<file path="src/rtl/ssrch_pkg.sv">
// Shared types and constants for the Shift-And substring search core
package ssrch_pkg;

    localparam int PATTERN_MAX_DEF   = 32;
    localparam int POSITION_BITS_DEF = 16;
    localparam int QUEUE_DEPTH       = 4;

    localparam int SYM_W   = 7;
    localparam int IDX_W   = 5;
    localparam int LEN_W   = 6;
    localparam int START_W = 16;

    localparam logic [LEN_W-1:0] LEN_RESET = LEN_W'(1);

    localparam logic CMD_LOAD = 1'b0;
    localparam logic CMD_TEXT = 1'b1;

    typedef enum logic [0:0] {
        OP_LOAD,
        OP_TEXT
    } op_kind_t;

    typedef struct packed {
        logic             cmd;
        logic [SYM_W-1:0] symbol;
        logic [IDX_W-1:0] pattern_index;
        logic             last_of_text;
    } in_word_t;

    typedef struct packed {
        logic               found;
        logic [START_W-1:0] start_position;
        logic               position_overflow;
    } out_word_t;

    // classified word held in the queue between front and back ends
    typedef struct packed {
        op_kind_t         kind;
        logic             store_en;
        logic [SYM_W-1:0] symbol;
        logic [IDX_W-1:0] index;
        logic             last;
    } cmd_word_t;

endpackage

</file>
<file path="src/rtl/ssrch_front.sv">
// Front end: accepts input words, classifies them and queues them for the back end
module ssrch_front
    import ssrch_pkg::*;
#(
    parameter int PATTERN_MAX = PATTERN_MAX_DEF
)
(
    input  logic      clk,
    input  logic      rst_n,
    input  logic      in_valid,
    output logic      in_ready,
    input  in_word_t  in_data,
    output logic      q_valid,
    output cmd_word_t q_word,
    input  logic      q_pop
);

    localparam int PTR_W = (QUEUE_DEPTH > 1) ? $clog2(QUEUE_DEPTH) : 1;
    localparam int CNT_W = $clog2(QUEUE_DEPTH + 1);
    localparam logic [CNT_W-1:0] CNT_FULL = CNT_W'(QUEUE_DEPTH);
    localparam logic [PTR_W-1:0] PTR_LAST = PTR_W'(QUEUE_DEPTH - 1);

    cmd_word_t        queue_reg [QUEUE_DEPTH];
    logic [PTR_W-1:0] wr_ptr_reg, wr_ptr_next;
    logic [PTR_W-1:0] rd_ptr_reg, rd_ptr_next;
    logic [CNT_W-1:0] count_reg, count_next;
    cmd_word_t        cls_word;
    logic             push;

    // decode the incoming word
    always_comb
    begin
        cls_word.symbol   = in_data.symbol;
        cls_word.index    = in_data.pattern_index;
        cls_word.last     = in_data.last_of_text;
        cls_word.store_en = 1'b0;
        unique case (in_data.cmd)
            CMD_LOAD:
            begin
                cls_word.kind     = OP_LOAD;
                cls_word.store_en = (int'(in_data.pattern_index) < PATTERN_MAX);
            end
            CMD_TEXT:
            begin
                cls_word.kind = OP_TEXT;
            end
            default:
            begin
                cls_word.kind = OP_TEXT;
            end
        endcase
    end

    assign in_ready = (count_reg != CNT_FULL);
    assign push     = in_valid && in_ready;
    assign q_valid  = (count_reg != '0);
    assign q_word   = queue_reg[rd_ptr_reg];

    always_comb
    begin
        wr_ptr_next = wr_ptr_reg;
        rd_ptr_next = rd_ptr_reg;
        count_next  = count_reg;
        if (push)
        begin
            wr_ptr_next = (wr_ptr_reg == PTR_LAST) ? '0 : wr_ptr_reg + PTR_W'(1);
        end
        if (q_pop)
        begin
            rd_ptr_next = (rd_ptr_reg == PTR_LAST) ? '0 : rd_ptr_reg + PTR_W'(1);
        end
        if (push && !q_pop)
        begin
            count_next = count_reg + CNT_W'(1);
        end
        else if (!push && q_pop)
        begin
            count_next = count_reg - CNT_W'(1);
        end
    end

    always_ff @(posedge clk or negedge rst_n)
    begin
        if (!rst_n)
        begin
            wr_ptr_reg <= '0;
            rd_ptr_reg <= '0;
            count_reg  <= '0;
        end
        else
        begin
            wr_ptr_reg <= wr_ptr_next;
            rd_ptr_reg <= rd_ptr_next;
            count_reg  <= count_next;
        end
    end

    always_ff @(posedge clk)
    begin
        if (push)
        begin
            queue_reg[wr_ptr_reg] <= cls_word;
        end
    end

    a_count_bound: assert property (@(posedge clk) disable iff (!rst_n)
        count_reg <= CNT_FULL)
        else $error("queue count beyond depth");

    a_no_pop_empty: assert property (@(posedge clk) disable iff (!rst_n)
        q_pop |-> count_reg != '0)
        else $error("pop from empty queue");

    a_push_grows: assert property (@(posedge clk) disable iff (!rst_n)
        push && !q_pop |=> count_reg == $past(count_reg) + CNT_W'(1))
        else $error("queue count did not grow on push");

endmodule

</file>
<file path="src/rtl/ssrch_back.sv">
// Back end: pattern store, Shift-And update and result register
module ssrch_back
    import ssrch_pkg::*;
#(
    parameter int PATTERN_MAX   = PATTERN_MAX_DEF,
    parameter int POSITION_BITS = POSITION_BITS_DEF
)
(
    input  logic             clk,
    input  logic             rst_n,
    input  logic             cfg_we,
    input  logic [LEN_W-1:0] cfg_data,
    input  logic             q_valid,
    input  cmd_word_t        q_word,
    output logic             q_pop,
    output logic             out_valid,
    input  logic             out_ready,
    output out_word_t        out_data
);

    localparam int SA_W      = (PATTERN_MAX > 1) ? $clog2(PATTERN_MAX) : 1;
    localparam int LEN_EXT_W = LEN_W + 1;
    localparam int CW        = (POSITION_BITS > LEN_EXT_W) ? POSITION_BITS : LEN_EXT_W;
    localparam int SW        = (CW > START_W) ? CW : START_W;
    localparam logic [POSITION_BITS-1:0] POS_MAX = '1;
    localparam logic [LEN_EXT_W-1:0]     LEN_CAP = LEN_EXT_W'(PATTERN_MAX);

    logic [SYM_W-1:0]         store_reg [PATTERN_MAX];
    logic [LEN_W-1:0]         len_reg;
    logic [PATTERN_MAX-1:0]   vec_reg, vec_next;
    logic [POSITION_BITS-1:0] pos_reg, pos_next;
    logic                     sat_reg, sat_next;
    logic                     reported_reg, reported_next;
    logic                     out_valid_reg, out_valid_next;
    out_word_t                out_data_reg, out_data_next;

    logic [LEN_EXT_W-1:0]     len_ext, len_eff, back_len;
    logic [PATTERN_MAX-1:0]   mask, tap, vec_new;
    logic                     hit;
    logic [CW-1:0]            pos_ext, back_ext, diff;
    logic [SW-1:0]            start_ext;
    logic                     take, emit, store_we;
    logic [SA_W-1:0]          wr_addr;

    // effective length: zero reads as one, capped at the store depth
    always_comb
    begin
        len_ext = {1'b0, len_reg};
        if (len_ext == '0)
        begin
            len_eff = LEN_EXT_W'(1);
        end
        else if (len_ext > LEN_CAP)
        begin
            len_eff = LEN_CAP;
        end
        else
        begin
            len_eff = len_ext;
        end
        back_len = len_eff - LEN_EXT_W'(1);
    end

    // character mask and match tap, one comparator per pattern position
    always_comb
    begin
        for (int j = 0; j < PATTERN_MAX; j++)
        begin
            mask[j] = (j < int'(len_eff)) && (store_reg[j] == q_word.symbol);
            tap[j]  = (j == int'(back_len));
        end
        vec_new = ((vec_reg << 1) | PATTERN_MAX'(1)) & mask;
        hit     = |(vec_new & tap);
    end

    // start of match, floored at zero when the position is below the pattern length less one
    always_comb
    begin
        pos_ext   = CW'(pos_reg);
        back_ext  = CW'(back_len);
        diff      = (pos_ext >= back_ext) ? pos_ext - back_ext : '0;
        start_ext = SW'(diff);
    end

    assign take     = q_valid && (!out_valid_reg || out_ready);
    assign q_pop    = take;
    assign store_we = take && (q_word.kind == OP_LOAD) && q_word.store_en;
    assign wr_addr  = SA_W'(q_word.index);

    always_comb
    begin
        vec_next       = vec_reg;
        pos_next       = pos_reg;
        sat_next       = sat_reg;
        reported_next  = reported_reg;
        emit           = 1'b0;
        out_data_next  = out_data_reg;
        out_valid_next = out_valid_reg && !out_ready;

        if (take && (q_word.kind == OP_TEXT))
        begin
            if (!reported_reg)
            begin
                vec_next = vec_new;
                if (hit)
                begin
                    emit                            = 1'b1;
                    reported_next                   = 1'b1;
                    out_data_next.found             = 1'b1;
                    out_data_next.start_position    = start_ext[START_W-1:0];
                    out_data_next.position_overflow = sat_reg;
                end
                else if (q_word.last)
                begin
                    emit                            = 1'b1;
                    out_data_next.found             = 1'b0;
                    out_data_next.start_position    = '0;
                    out_data_next.position_overflow = sat_reg;
                end
                if (pos_reg == POS_MAX)
                begin
                    sat_next = 1'b1;
                end
                else
                begin
                    pos_next = pos_reg + POSITION_BITS'(1);
                end
            end
            if (q_word.last)
            begin
                vec_next      = '0;
                pos_next      = '0;
                sat_next      = 1'b0;
                reported_next = 1'b0;
            end
        end

        if (emit)
        begin
            out_valid_next = 1'b1;
        end
    end

    always_ff @(posedge clk or negedge rst_n)
    begin
        if (!rst_n)
        begin
            len_reg       <= LEN_RESET;
            vec_reg       <= '0;
            pos_reg       <= '0;
            sat_reg       <= 1'b0;
            reported_reg  <= 1'b0;
            out_valid_reg <= 1'b0;
        end
        else
        begin
            if (cfg_we)
            begin
                len_reg <= cfg_data;
            end
            vec_reg       <= vec_next;
            pos_reg       <= pos_next;
            sat_reg       <= sat_next;
            reported_reg  <= reported_next;
            out_valid_reg <= out_valid_next;
        end
    end

    always_ff @(posedge clk)
    begin
        out_data_reg <= out_data_next;
        if (store_we)
        begin
            store_reg[wr_addr] <= q_word.symbol;
        end
    end

    assign out_valid = out_valid_reg;
    assign out_data  = out_data_reg;

    a_sat_at_max: assert property (@(posedge clk) disable iff (!rst_n)
        sat_reg |-> pos_reg == POS_MAX)
        else $error("saturation flag set below counter maximum");

    a_hold_after_match: assert property (@(posedge clk) disable iff (!rst_n)
        take && (q_word.kind == OP_TEXT) && reported_reg && !q_word.last
        |=> reported_reg && $stable(pos_reg) && $stable(vec_reg))
        else $error("text state moved after a reported match");

    a_emit_has_room: assert property (@(posedge clk) disable iff (!rst_n)
        emit |-> !out_valid_reg || out_ready)
        else $error("result overwrote a pending word");

endmodule

</file>
<file path="src/rtl/shift_and_substring_search_core.sv">
// Top level of the Shift-And exact substring search core
// Bit-parallel Shift-And matcher over 7-bit characters. Load words (cmd 0) write one
// pattern character each; text words (cmd 1) advance the match vector, and the first
// match in a text yields one result word with found set and the zero-based start
// index. A text word with last_of_text closes the text, yielding found clear if
// nothing matched, and resets the text state. Throughput is one word per clock,
// sustained while the output is not stalled: the front end queues up to four
// classified words and the back end performs the whole mask-shift-and update and
// result formation combinationally, so a result word is registered once its input
// word is taken from the queue. The index counter saturates and the
// overflow flag is reported with the result. pattern_length may only be changed
// while no words are in flight; a length of zero acts as one.
module shift_and_substring_search_core
    import ssrch_pkg::*;
#(
    parameter int PATTERN_MAX   = PATTERN_MAX_DEF,
    parameter int POSITION_BITS = POSITION_BITS_DEF
)
(
    input  logic             clk,
    input  logic             rst_n,
    input  logic             in_valid,
    output logic             in_ready,
    input  in_word_t         in_data,
    output logic             out_valid,
    input  logic             out_ready,
    output out_word_t        out_data,
    input  logic             cfg_we,
    input  logic [LEN_W-1:0] cfg_data
);

    logic      q_valid;
    logic      q_pop;
    cmd_word_t q_word;

    ssrch_front #(
        .PATTERN_MAX (PATTERN_MAX)
    ) u_front (
        .clk      (clk),
        .rst_n    (rst_n),
        .in_valid (in_valid),
        .in_ready (in_ready),
        .in_data  (in_data),
        .q_valid  (q_valid),
        .q_word   (q_word),
        .q_pop    (q_pop)
    );

    ssrch_back #(
        .PATTERN_MAX   (PATTERN_MAX),
        .POSITION_BITS (POSITION_BITS)
    ) u_back (
        .clk       (clk),
        .rst_n     (rst_n),
        .cfg_we    (cfg_we),
        .cfg_data  (cfg_data),
        .q_valid   (q_valid),
        .q_word    (q_word),
        .q_pop     (q_pop),
        .out_valid (out_valid),
        .out_ready (out_ready),
        .out_data  (out_data)
    );

endmodule

</file>
<file path="config.mk">
export PLATFORM = sky130hd
export DESIGN_NAME = shift_and_substring_search_core
export DESIGN_NICKNAME = d
export VERILOG_FILES = /design/src/rtl/ssrch_pkg.sv /design/src/rtl/ssrch_front.sv /design/src/rtl/ssrch_back.sv /design/src/rtl/shift_and_substring_search_core.sv
export SDC_FILE = /design/constraint.sdc
export NUM_CORES = 1
export LEC_CHECK = 0
export BUFFER_PORTS_ARGS = -buffer_cell sky130_fd_sc_hd__buf_2
export CORE_ASPECT_RATIO = 0.8
export CORE_MARGIN = 2
export CORE_UTILIZATION = 25
export CTS_CLUSTER_DIAMETER = 120
export DETAILED_ROUTE_END_ITERATION = 16
export PLACE_DENSITY = 0.47
export SLEW_MARGIN = 10
export SYNTH_ARGS = -nofsm -noshare
export SYNTH_HDL_FRONTEND = slang
export SYNTH_SLANG_ARGS = --single-unit
export TNS_END_PERCENT = 10
</file>
<file path="constraint.sdc">
create_clock -name clk -period 4.7 [get_ports clk]
set_input_delay 0.705 -clock clk [delete_from_list [all_inputs] [get_ports clk]]
set_output_delay 0.705 -clock clk [all_outputs]
set_load 0.03 [all_outputs]
</file>
==> impl_metrics.sql, run 1 <==
INSERT INTO impl_metrics (metric_group, metric, value, unit) VALUES
('setup_path', 'sort_of_element_at_the_end_of_the_critical_path', 'register', ''),
('route', 'via_count', '10600', ''),
('logic_synthesis', 'synthesis.area_per_instance', '13.7', 'um^2'),
('finish', 'antennaDiodeCount', '0', ''),
('logic_synthesis', 'synth-simple-area-share', '0.107', ''),
('route', 'dr.first_iter.drc_count', '911', ''),
('floorplan', 'core', '68800', 'um^2'),
('clocking', 'cts.root.buffer_cell', 'clkbuf_16', ''),
('clocking', 'clock_insertion_delay_worst_skew', '540', 'ps'),
('floorplan', 'die_x', '298', 'um'),
('logic_synthesis', 'yosys.cell_count.top_type', 'edfxtp_1', ''),
('global_routing', 'grt_first_pass_wirelength', '69.9', 'mm'),
('timing', 'finalCriticalPeriod', '4280', 'ps'),
('global_routing', 'globalRouteTotalUtil', '0.129', ''),
('route', 'route.detailed.drc', '0', ''),
('clocking', 'clock_sink_count', '365', ''),
('timing', 'fmax', '0.234', 'GHz'),
('route', 'finalWirelength', '46.3', 'mm'),
('finish', 'largest_register_ff_count', '224', ''),
('global_routing', 'grt_max_degree', '64', ''),
('finish', 'final_layout_size_suffix_gt1_frac', '0.172', ''),
('timing', 'setup_violations', '0', ''),
('logic_synthesis', 'ys_seq_elements', '365', ''),
('setup_path', 'regToRegEndpoint', 'u_back.out_data[6]', ''),
('power_and_ir_drop', 'report.power.total', '12.5', 'mW'),
('route', 'drt_pass1_iterations', '5', ''),
('logic_synthesis', 'yosysTopAreaCell', 'edfxtp_1', ''),
('power_and_ir_drop', 'cellPowerDensity', '616', 'nW/um^2'),
('setup_path', 'r2r_path_start', 'u_back.len_reg[5]', ''),
('timing', 'final.period_utilization', '0.911', ''),
('timing', 'hold_viol_final', '0', ''),
('logic_synthesis', 'yosysWarningCount', '0', ''),
('timing', 'worst_pin_slew', '975', 'ps'),
('logic_synthesis', 'synth.top_cells.by_area', 'edfxtp_1, xnor2_1, dfrtp_1, xor2_1, mux4_2', ''),
('worst_hold_path', 'hold_path_class', 'in2async', ''),
('timing', 'rsz0062_at_grt', 'false', ''),
('placed_design', 'gpl.final_weighted_congestion', '0.830', ''),
('logic_synthesis', 'synth_edf_count', '302', ''),
('setup_path', 'crit_arrival', '4560', 'ps'),
('power_and_ir_drop', 'leakagePower', '6.69', 'nW'),
('clocking', 'numCtsBuffers', '40', ''),
('status', 'outcome', 'complete, no violations', ''),
('global_routing', 'first_global_vias', '10700', ''),
('logic_synthesis', 'synth_compound_area_frac', '0.0623', ''),
('route', 'drt-wirelength-per-cell', '19.9', 'um'),
('logic_synthesis', 'mappedNetlistArea', '17300', 'um^2'),
('route', 'vias_per_cell', '4.56', ''),
('placed_design', 'port_buffers', '44', ''),
('logic_synthesis', 'post_synth_fa_ha_maj_area_fraction', '0.0157', ''),
('floorplan', 'floorplan.die_area', '71400', 'um^2'),
('timing', 'timing.max_slew.rel_slack', '0.350', ''),
('setup_path', 'timing.reg2reg.worst_path_depth', '16', ''),
('global_routing', 'grt_overflow_total', '0', ''),
('route', 'ant_nets', '0', ''),
('logic_synthesis', 'post-synth-top-area-fraction', '0.523', ''),
('floorplan', 'effective_utilization_at_floorplan', '0.252', ''),
('timing', 'sum_of_negative_setup_slack', '0', 'ps'),
('clocking', 'max-clock-path-buffers', '3', ''),
('setup_path', 'critPathRequiredTime', '4980', 'ps'),
('finish', 'final_nets', '1411', ''),
('clocking', 'cts_htree_levels', '2', ''),
('logic_synthesis', 'async_flop_share', '0.173', ''),
('logic_synthesis', 'synth_top_flop_cell', 'edfxtp_1', ''),
('floorplan', 'fp.dieH', '239', 'um'),
('floorplan', 'std_cell_rows', '86', ''),
('logic_synthesis', 'netlist_top_cells_count', 'edfxtp_1, xnor2_1, nor2_1, nand2_1, dfrtp_1', ''),
('logic_synthesis', 'multiplexer_fraction_of_the_synthesized_cell_area', '0.0392', ''),
('placed_design', 'dpl.hpwl', '31.8', 'mm'),
('setup_path', 'regToRegSetupSlack', '420', 'ps'),
('clocking', 'cts-hold-fix-buffers', '0', ''),
('global_routing', 'antenna_found_initial', '0', '');
cells in the final DEF (no fill, tap or decap), types with 7 or more instances in the layout:
cell | synthesis | layout
a21oi_1 | 11 | 11
a22o_1 | 16 | 16
and3_1 | 12 | 12
buf_2 | 6 | 43
buf_4 | 6 | 70
clkbuf_16 | 0 | 41
clkinv_1 | 1 | 9
clkinv_2 | 0 | 8
dfrtp_1 | 62 | 61
edfxtp_1 | 302 | 302
ha_1 | 17 | 17
inv_1 | 20 | 20
mux2_2 | 8 | 8
mux2i_1 | 11 | 11
mux2i_4 | 7 | 7
mux4_2 | 13 | 12
nand2_1 | 67 | 67
nand2b_1 | 10 | 10
nand3_1 | 40 | 40
nand4_1 | 39 | 39
nor2_1 | 77 | 77
nor2b_1 | 11 | 11
nor3_1 | 37 | 37
nor3_2 | 8 | 8
nor4_1 | 23 | 23
o21ai_0 | 33 | 32
o31ai_1 | 12 | 12
xnor2_1 | 206 | 206
xor2_1 | 55 | 55
cell type report:
class / instances / area [um^2]
repair buffers: 116 / 801
well taps: 924 / 1160
flip-flops and latches: 365 / 10600
inverters: 25 / 101
multi-input cells: 819 / 6210
clock inverters: 27 / 269
clock buffers: 44 / 1040
fillers: 6933 / 48500
critical path, stage by stage, from the launching register on:
cell	delay (ps)
dfrtp_1	480
buf_4	240
inv_1	70
o21ai_1	80
buf_4	170
ha_1	310
nand2_1	190
ha_1	420
a21oi_1	230
nand2b_1	130
or4_1	490
or4_1	460
nor2_1	150
o21ai_0	130
nor3_2	120
buf_4	250
nor3_1	90
stage by stage:
step | setup slack, ps | area [um^2] | utilization | hold WS [ps] | std cells
floorplan | 52.7 | 17300 | - | 409 | 1266
global placement | 52.2 | 18900 | 0.275 | 453 | 2249
detailed placement | 8.48 | 18900 | 0.275 | 460 | 2249
CTS | 202 | 20200 | 0.294 | 327 | 2320
global route | 51.2 | 20200 | 0.294 | 355 | 2320
finish | 420 | 20200 | 0.294 | 298 | 2320
report_power, final:
group	switching, mW	internal (mW)	leakage (nW)
sequential	0.192	4.25	3.58
clock	1.32	1.87	0.637
combinational	3.15	1.69	2.47
total	4.66	7.81	6.69
layer usage:
| metal | track usage | part of all wire |
|---|---|---|
| met4 | 0.0254 | 0.017 |
| met2 | 0.194 | 0.43 |
| met1 | 0.190 | 0.50 |
| met3 | 0.0284 | 0.062 |
| met5 | 0 | 0 |
logic make-up after synthesis:
| kind of cell | after synthesis |
|---|---|
| other | 1 |
| adders and majority gates | 21 |
| xor gates and xnor gates | 262 |
| buffers and inverters | 82 |
| muxes | 41 |
| DFF | 365 |
| AOI/OAI and AO/OA | 141 |
| and+or+nand+nor | 353 |
how the worst max path moves through the flow:
stage / start / endpoint / cells past startpoint
3_3_place_gp: u_front.rd_ptr_reg[0] / u_back.out_data[17] / 13
6_report: u_back.len_reg[5] / u_back.out_data[6] / 16
4_1_cts: u_front.rd_ptr_reg[0] / u_back.out_data[9] / 13
2_1_floorplan: u_back.len_reg[2] / u_back.out_data[7] / 17
5_1_grt: u_back.len_reg[5] / u_back.out_data[6] / 16
3_5_place_dp: u_front.rd_ptr_reg[0] / u_back.out_data[6] / 13
repair_timing:
action | in CTS | in global routing
resized for setup | 1 | 1
buffers inserted | 0 | 0
endpoints found under the setup margin | 7 | 20
Power figures use the tool's default switching activity.
==> inputs of run 2 (changes only) <==
- ABC_AREA: default -> 1
==> impl_metrics.sql, run 2 <==
INSERT INTO impl_metrics (metric_group, metric, value, unit) VALUES
('clocking', 'clock_insertion_delay_worst_skew', '590', 'ps'),
('route', 'ant_nets', '0', ''),
('setup_path', 'timing.critical_path.buf_inv', '3', ''),
('finish', 'area_growth_syn_to_layout', '14.9', '%'),
('setup_path', 'cp_common_cell', 'nand2_1', ''),
('setup_path', 'crit_arrival', '4460', 'ps'),
('placed_design', 'gpl.final_weighted_congestion', '0.938', ''),
('timing', 'final.period_utilization', '0.881', ''),
('setup_path', 'cp_max_fo', '15', ''),
('clocking', 'max-clock-path-buffers', '3', ''),
('timing', 'rsz0062_at_grt', 'false', ''),
('finish', 'final_layout_size_suffix_gt1_frac', '0.0856', ''),
('floorplan', 'core', '78600', 'um^2'),
('setup_path', 'sort_of_element_at_the_end_of_the_critical_path', 'register', ''),
('clocking', 'post-cts-setup-buffers', '0', ''),
('finish', 'largest_register_ff_count', '224', ''),
('finish', 'finalNonFillerCells', '3475', ''),
('clocking', 'cts.root.buffer_cell', 'clkbuf_16', ''),
('clocking', 'numCtsBuffers', '44', ''),
('logic_synthesis', 'synth.net_count', '2388', ''),
('floorplan', 'fp.dieH', '256', 'um'),
('logic_synthesis', 'synthesis.area_per_instance', '8.44', 'um^2'),
('floorplan', 'floorplan.die_area', '81500', 'um^2'),
('timing', 'finalCriticalPeriod', '4140', 'ps'),
('timing', 'setup_violations', '0', ''),
('timing', 'timing.max_slew.rel_slack', '0.306', ''),
('logic_synthesis', 'ys_seq_elements', '365', ''),
('timing', 'fmax', '0.242', 'GHz'),
('global_routing', 'met3_usage', '0.0240', ''),
('logic_synthesis', 'synth_edf_count', '302', ''),
('status', 'outcome', 'complete, no violations', ''),
('logic_synthesis', 'mappedNetlistArea', '19800', 'um^2'),
('logic_synthesis', 'sequential_share_of_the_synthesized_area', '0.538', ''),
('power_and_ir_drop', 'clock_share_of_power', '0.232', ''),
('power_and_ir_drop', 'power.internal', '8.05', 'mW'),
('logic_synthesis', 'post-synth-top-area-fraction', '0.458', ''),
('timing', 'worst_pin_slew', '1040', 'ps'),
('clocking', 'cts_tree', 'yes', ''),
('timing', 'hold_viol_final', '0', ''),
('power_and_ir_drop', 'total_switching_power', '7.01', 'mW'),
('logic_synthesis', 'yosys.cell_count.top_type', 'nand2_1', ''),
('timing', 'fin_skew', '28.9', 'ps'),
('global_routing', 'grt_overflow_total', '0', ''),
('clocking', 'clkTransAtPathRegs', '70', 'ps'),
('floorplan', 'std_cell_rows', '92', ''),
('job', 'max_cap_viols', '0', ''),
('clocking', 'clock_sink_count', '365', ''),
('setup_path', 'timing.critical_path.slowest_cell_delay', '500', 'ps'),
('route', 'finalWirelength', '72.4', 'mm'),
('global_routing', 'grt_max_degree', '64', ''),
('logic_synthesis', 'netlist_top_cells_count', 'nand2_1, nor2_1, edfxtp_1, inv_1, nand3_1', ''),
('finish', 'antennaDiodeCount', '0', ''),
('placed_design', 'numPlacedInstances', '3397', ''),
('finish', 'final_nets', '2453', ''),
('setup_path', 'crit_slowest_cell', 'dfrtp_1', ''),
('logic_synthesis', 'synth_top_flop_cell', 'edfxtp_1', ''),
('power_and_ir_drop', 'p_sw_frac', '0.465', ''),
('power_and_ir_drop', 'vdd_drop_max', '0.514', 'mV'),
('route', 'route.detailed.drc', '0', ''),
('logic_synthesis', 'syn_inst', '2344', ''),
('setup_path', 'critPathRequiredTime', '5020', 'ps'),
('power_and_ir_drop', 'cellPowerDensity', '662', 'nW/um^2'),
('setup_path', 'timing.setup.critical_path_class', 'reg2reg', ''),
('power_and_ir_drop', 'leakagePower', '9.61', 'nW'),
('worst_hold_path', 'hold_path_class', 'in2async', ''),
('floorplan', 'io_pins', '45', ''),
('global_routing', 'met1_usage', '0.257', ''),
('logic_synthesis', 'yosysTopAreaCell', 'edfxtp_1', ''),
('global_routing', 'antenna_found_initial', '2', ''),
('setup_path', 'startpoint_type', 'register', ''),
('finish', 'postLayoutCoreUtil', '0.289', ''),
('logic_synthesis', 'async_flop_share', '0.173', ''),
('logic_synthesis', 'yosysWarningCount', '0', ''),
('setup_path', 'critical-path-top-delay-family', 'simple AND/OR/NAND/NOR gates', ''),
('global_routing', 'global_route.peak_usage_layer', 'met2', ''),
('timing', 'sum_of_negative_setup_slack', '0', 'ps'),
('route', 'via_count', '16500', ''),
('logic_synthesis', 'synth_cell_type_count', '43', ''),
('floorplan', 'die_x', '319', 'um'),
('global_routing', 'grt_first_pass_wirelength', '106', 'mm'),
('finish', 'most-common-layout-cells', 'nand2_1, nor2_1, edfxtp_1, inv_1, nand3_1', ''),
('placed_design', 'port_buffers', '44', ''),
('route', 'vias_per_cell', '4.76', ''),
('global_routing', 'met2_usage', '0.270', ''),
('route', 'dr.first_iter.drc_count', '1832', ''),
('setup_path', 'worstPathCellList', 'nor2_1, nand3_1, nand2_1, nand2_1, ha_1, inv_1, nand3_1, nand2_1, inv_1, ha_1, nand2_1, inv_1, o21ai_0, nand2_1, nand2_1, nand2_1, nor2_1, nand4_1, nand2_4, nor2_1', ''),
('power_and_ir_drop', 'pwr-share-seq', '0.296', ''),
('clocking', 'cts_repair_resize_count', '0', ''),
('global_routing', 'globalRouteTotalUtil', '0.175', ''),
('finish', 'mostFrequentLayoutCell', 'nand2_1', ''),
('route', 'drt-wirelength-per-cell', '20.8', 'um'),
('clocking', 'cts_htree_levels', '2', ''),
('timing', 'fin_max_slew_vios', '0', ''),
('logic_synthesis', 'synth.top_cells.by_area', 'edfxtp_1, nand2_1, dfrtp_1, nor2_1, nand3_1', ''),
('placed_design', 'dpl.hpwl', '49.3', 'mm'),
('power_and_ir_drop', 'combPwrFrac', '0.472', ''),
('global_routing', 'first_global_vias', '15800', ''),
('route', 'drt_pass1_iterations', '7', ''),
('clocking', 'cts-hold-fix-buffers', '0', ''),
('power_and_ir_drop', 'report.power.total', '15.1', 'mW'),
('floorplan', 'effective_utilization_at_floorplan', '0.252', '');
run 2: changes by cell type in the layout (fill, tap and decap cells not counted), sizes merged, moves of 22 or more:
cell | before | now
inv | 26 | 244
nand2 | 67 | 759
nand3 | 41 | 194
nand3b | 4 | 102
nor2 | 78 | 339
nor3 | 45 | 23
nor4 | 27 | 0
o21ai | 33 | 76
xnor2 | 207 | 11
xor2 | 55 | 26
run 2: per-layer routing:
| layer | share of wire | wire length (um) | up-vias |
|---|---|---|---|
| met4 | 0.018 | 1300 | 0 |
| met1 | 0.48 | 34600 | 8098 |
| met3 | 0.064 | 4610 | 92 |
| met5 | 0 | 0 | - |
| li1 | - | - | 7811 |
| met2 | 0.44 | 31900 | 524 |
run 2: power groups by stage:
stage | Combinational (mW) | Clock (mW) | Sequential (mW)
after floorplan | 4.10 | 0 | 4.62
after global placement | 7.01 | 0 | 4.51
after detailed placement | 7.05 | 0 | 4.52
after CTS | 7.07 | 3.58 | 4.46
after global routing | 7.69 | 3.70 | 4.49
final | 7.10 | 3.50 | 4.45
run 2: path summary, 6_finish.rpt:
| check | endpoint | start | slack, ps | cells after the start |
|---|---|---|---|---|
| max reg2reg | u_back.out_data[8] | u_back.len_reg[2] | 560 | 20 |
| max in group asynchronous | u_front.count_reg[2] | rst_n | 3700 | 1 |
| min | u_back.len_reg[3] | rst_n | 290 | 1 |
| min reg2reg | u_back.out_data[0] | u_back.sat_reg | 480 | 0 |
| max | u_back.out_data[8] | u_back.len_reg[2] | 560 | 20 |
| min in group clk | u_back.len_reg[2] | cfg_data[2] | 330 | 3 |
run 2: cell type report:
| cell class | instances | area (um^2) |
|---|---|---|
| sequential | 365 | 10600 |
| tap | 1034 | 1290 |
| inverter | 242 | 908 |
| clock buffer | 56 | 1160 |
| multi-input combinational | 1660 | 7800 |
| fill | 8235 | 55900 |
| clock inverter | 22 | 278 |
| timing repair buffer | 96 | 663 |
run 2: kinds of logic after synthesis:
family | count (synthesis) | share of synthesized area
and+or+nand+nor | 1464 | 0.325
DFF | 365 | 0.538
buffers and inverters | 319 | 0.0684
AOI/OAI and AO/OA | 138 | 0.0388
xor gates and xnor gates | 37 | 0.0164
adders and majority gates | 19 | 0.0128
other | 1 | 0.000189
muxes | 1 | 0.000569
run 2: stage by stage:
step	cell area [um^2]	worst slack, ps	hold slack [ps]
floorplan	19800	1230	409
global placement	21300	711	463
detailed placement	21300	623	465
CTS	22700	584	298
global route	22700	142	329
finish	22700	561	288
==> inputs of run 3 (changes only) <==
- BUFFER_PORTS_ARGS: -buffer_cell sky130_fd_sc_hd__buf_2 -> default
- DONT_BUFFER_PORTS: default -> 1
==> impl_metrics.sql, run 3 (same netlist as run 2, synthesis figures left out) <==
INSERT INTO impl_metrics (metric_group, metric, value, unit) VALUES
('status', 'outcome', 'complete, no violations', ''),
('worst_hold_path', 'holdCritStartpoint', 'in_data[5]', ''),
('finish', 'mostFrequentLayoutCell', 'nand2_1', ''),
('timing', 'rsz0062_at_grt', 'false', ''),
('finish', 'area_growth_syn_to_layout', '13.8', '%'),
('setup_path', 'r2r_path_start', 'u_back.len_reg[2]', ''),
('placed_design', 'detailed_place.area', '21000', 'um^2'),
('timing', 'worst_pin_slew', '914', 'ps'),
('floorplan', 'std_cell_rows', '92', ''),
('finish', 'fill_cells', '8290', ''),
('global_routing', 'grt_first_pass_wirelength', '104', 'mm'),
('floorplan', 'core', '78600', 'um^2'),
('floorplan', 'effective_utilization_at_floorplan', '0.252', ''),
('clocking', 'post-cts-setup-buffers', '0', ''),
('global_routing', 'globalRouteTotalUtil', '0.170', ''),
('timing', 'finalCriticalPeriod', '4100', 'ps'),
('global_routing', 'first_global_vias', '15700', ''),
('timing', 'fin_max_slew_vios', '0', ''),
('floorplan', 'floorplan.die_area', '81500', 'um^2'),
('placed_design', 'port_buffers', '0', ''),
('placed_design', 'gpl.final_weighted_congestion', '0.930', ''),
('placed_design', 'dpl.hpwl', '47.8', 'mm'),
('setup_path', 'sort_of_element_at_the_end_of_the_critical_path', 'register', ''),
('clocking', 'cts.root.buffer_cell', 'clkbuf_16', ''),
('finish', 'largest_register_ff_count', '224', ''),
('clocking', 'numCtsBuffers', '44', ''),
('setup_path', 'regToRegEndpoint', 'u_back.out_data[4]', ''),
('power_and_ir_drop', 'clock_share_of_power', '0.233', ''),
('power_and_ir_drop', 'cellPowerDensity', '662', 'nW/um^2'),
('route', 'ant_nets', '0', ''),
('timing', 'hold_viol_final', '0', ''),
('setup_path', 'critPathRequiredTime', '4930', 'ps'),
('power_and_ir_drop', 'report.power.total', '14.9', 'mW'),
('finish', 'ff_latch_area', '10600', 'um^2'),
('finish', 'multi_input_comb_area', '7800', 'um^2'),
('finish', 'final_nets', '2404', ''),
('setup_path', 'timing.setup.critical_path_class', 'reg2reg', ''),
('worst_hold_path', 'min_to', 'u_front.queue_reg[2][5]', ''),
('clocking', 'cts_htree_levels', '2', ''),
('global_routing', 'grt_max_degree', '65', ''),
('timing', 'sum_of_negative_setup_slack', '0', 'ps'),
('clocking', 'cts_tree', 'yes', ''),
('power_and_ir_drop', 'leakagePower', '9.44', 'nW'),
('power_and_ir_drop', 'total_switching_power', '7.00', 'mW'),
('global_routing', 'antenna_found_initial', '0', ''),
('route', 'finalWirelength', '70.6', 'mm'),
('setup_path', 'timing.reg2reg.worst_path_depth', '15', ''),
('power_and_ir_drop', 'pwr-share-seq', '0.308', ''),
('clocking', 'clock_insertion_delay_worst_skew', '620', 'ps'),
('power_and_ir_drop', 'p_sw_frac', '0.469', ''),
('finish', 'final_cell_area', '22500', 'um^2'),
('power_and_ir_drop', 'combPwrFrac', '0.459', ''),
('clocking', 'cts_repair_resize_count', '0', ''),
('worst_hold_path', 'hold_path_class', 'in2reg', ''),
('finish', 'postLayoutCoreUtil', '0.287', ''),
('setup_path', 'cp_max_fo', '18', ''),
('finish', 'final_layout_size_suffix_gt1_frac', '0.0681', ''),
('route', 'drt_pass1_iterations', '6', ''),
('floorplan', 'die_x', '319', 'um'),
('route', 'vias_per_cell', '4.77', ''),
('timing', 'timing.max_slew.rel_slack', '0.387', ''),
('timing', 'fmax', '0.244', 'GHz'),
('timing', 'final.period_utilization', '0.873', ''),
('worst_hold_path', 'worstHoldPathCells', '0', ''),
('route', 'via_count', '16300', ''),
('finish', 'most-common-layout-cells', 'nand2_1, nor2_1, edfxtp_1, inv_1, nand3_1', ''),
('job', 'max_cap_viols', '0', ''),
('setup_path', 'regToRegSetupSlack', '600', 'ps'),
('floorplan', 'io_pins', '45', ''),
('route', 'drt-wirelength-per-cell', '20.6', 'um'),
('setup_path', 'startpoint_type', 'register', ''),
('power_and_ir_drop', 'vdd_drop_max', '0.530', 'mV'),
('floorplan', 'fp.dieH', '256', 'um'),
('setup_path', 'crit_arrival', '4340', 'ps'),
('route', 'route.detailed.drc', '0', ''),
('clocking', 'max-clock-path-buffers', '3', ''),
('power_and_ir_drop', 'power.internal', '7.92', 'mW'),
('route', 'dr.first_iter.drc_count', '1448', ''),
('clocking', 'clock_sink_count', '365', ''),
('global_routing', 'grt_overflow_total', '0', ''),
('timing', 'fin_skew', '71.1', 'ps'),
('finish', 'antennaDiodeCount', '0', ''),
('clocking', 'clkTransAtPathRegs', '60', 'ps'),
('timing', 'setup_violations', '0', ''),
('clocking', 'cts-hold-fix-buffers', '2', '');
[run 3: changes by cell type in the layout (fill, tap and decap cells not counted), sizes merged]
cell	delta
bufinv	-3
clkbuf	+6
dlygate4sd3	+1
clkinv	+2
buf	-50
clkinvlp	-2
[run 3: power groups by stage]
stage	logic, mW	clock network (mW)	registers, mW
2_1_floorplan	4.10	0	4.62
3_3_place_gp	6.74	0	4.66
3_5_place_dp	6.79	0	4.67
4_1_cts	6.82	3.54	4.60
5_1_grt	7.42	3.67	4.63
6_report	6.85	3.47	4.59
[run 3: through the flow]
| stage | setup slack, ps | hold slack [ps] | std cells |
|---|---|---|---|
| 5_1_grt | 121 | 150 | 3429 |
| 3_5_place_dp | 655 | 416 | 3346 |
| 6_report | 596 | 182 | 3429 |
| 2_1_floorplan | 1230 | 409 | 2344 |
| 3_3_place_gp | 660 | 413 | 3346 |
| 4_1_cts | 633 | 147 | 3429 |
[run 3: cell type report]
class	instances	area share
timing repair buffer	47	0.0183
sequential	365	0.473
clock buffer	62	0.0546
inverter	242	0.0403
clock inverter	19	0.0106
multi-input combinational	1660	0.346
tap	1034	0.0574
[run 3: worst max path at each step]
| stage | slack (ps) | to | depth (start not counted) | from |
|---|---|---|---|---|
| 2_1_floorplan | 1230 | u_back.out_data[3] | 23 | u_back.len_reg[1] |
| 4_1_cts | 630 | u_back.out_data[15] | 15 | u_back.len_reg[2] |
| 3_5_place_dp | 660 | u_back.out_data[9] | 15 | u_back.len_reg[2] |
| 5_1_grt | 120 | u_back.out_data[14] | 20 | u_back.len_reg[2] |
| 3_3_place_gp | 660 | u_back.out_data[8] | 20 | u_back.len_reg[2] |
| 6_report | 600 | u_back.out_data[4] | 15 | u_back.len_reg[2] |
[run 3: worst max-delay path, cell delays in order (launching register included)]
cell	delay (ps)
dfrtp_1	500
nor2_1	150
nand3_1	120
nand2_1	140
nand2_1	180
ha_1	360
nand2_1	270
nand2_1	220
inv_1	300
nand2_1	520
inv_1	350
nand2_1	140
nand3_1	90
nand2_1	90
inv_1	80
buf_4	260
[run 3: layer usage]
metal  track usage  wire length, um
met5             0                0
met4        0.0427             1480
met3        0.0213             3790
met2         0.269            31500
met1         0.246            33800
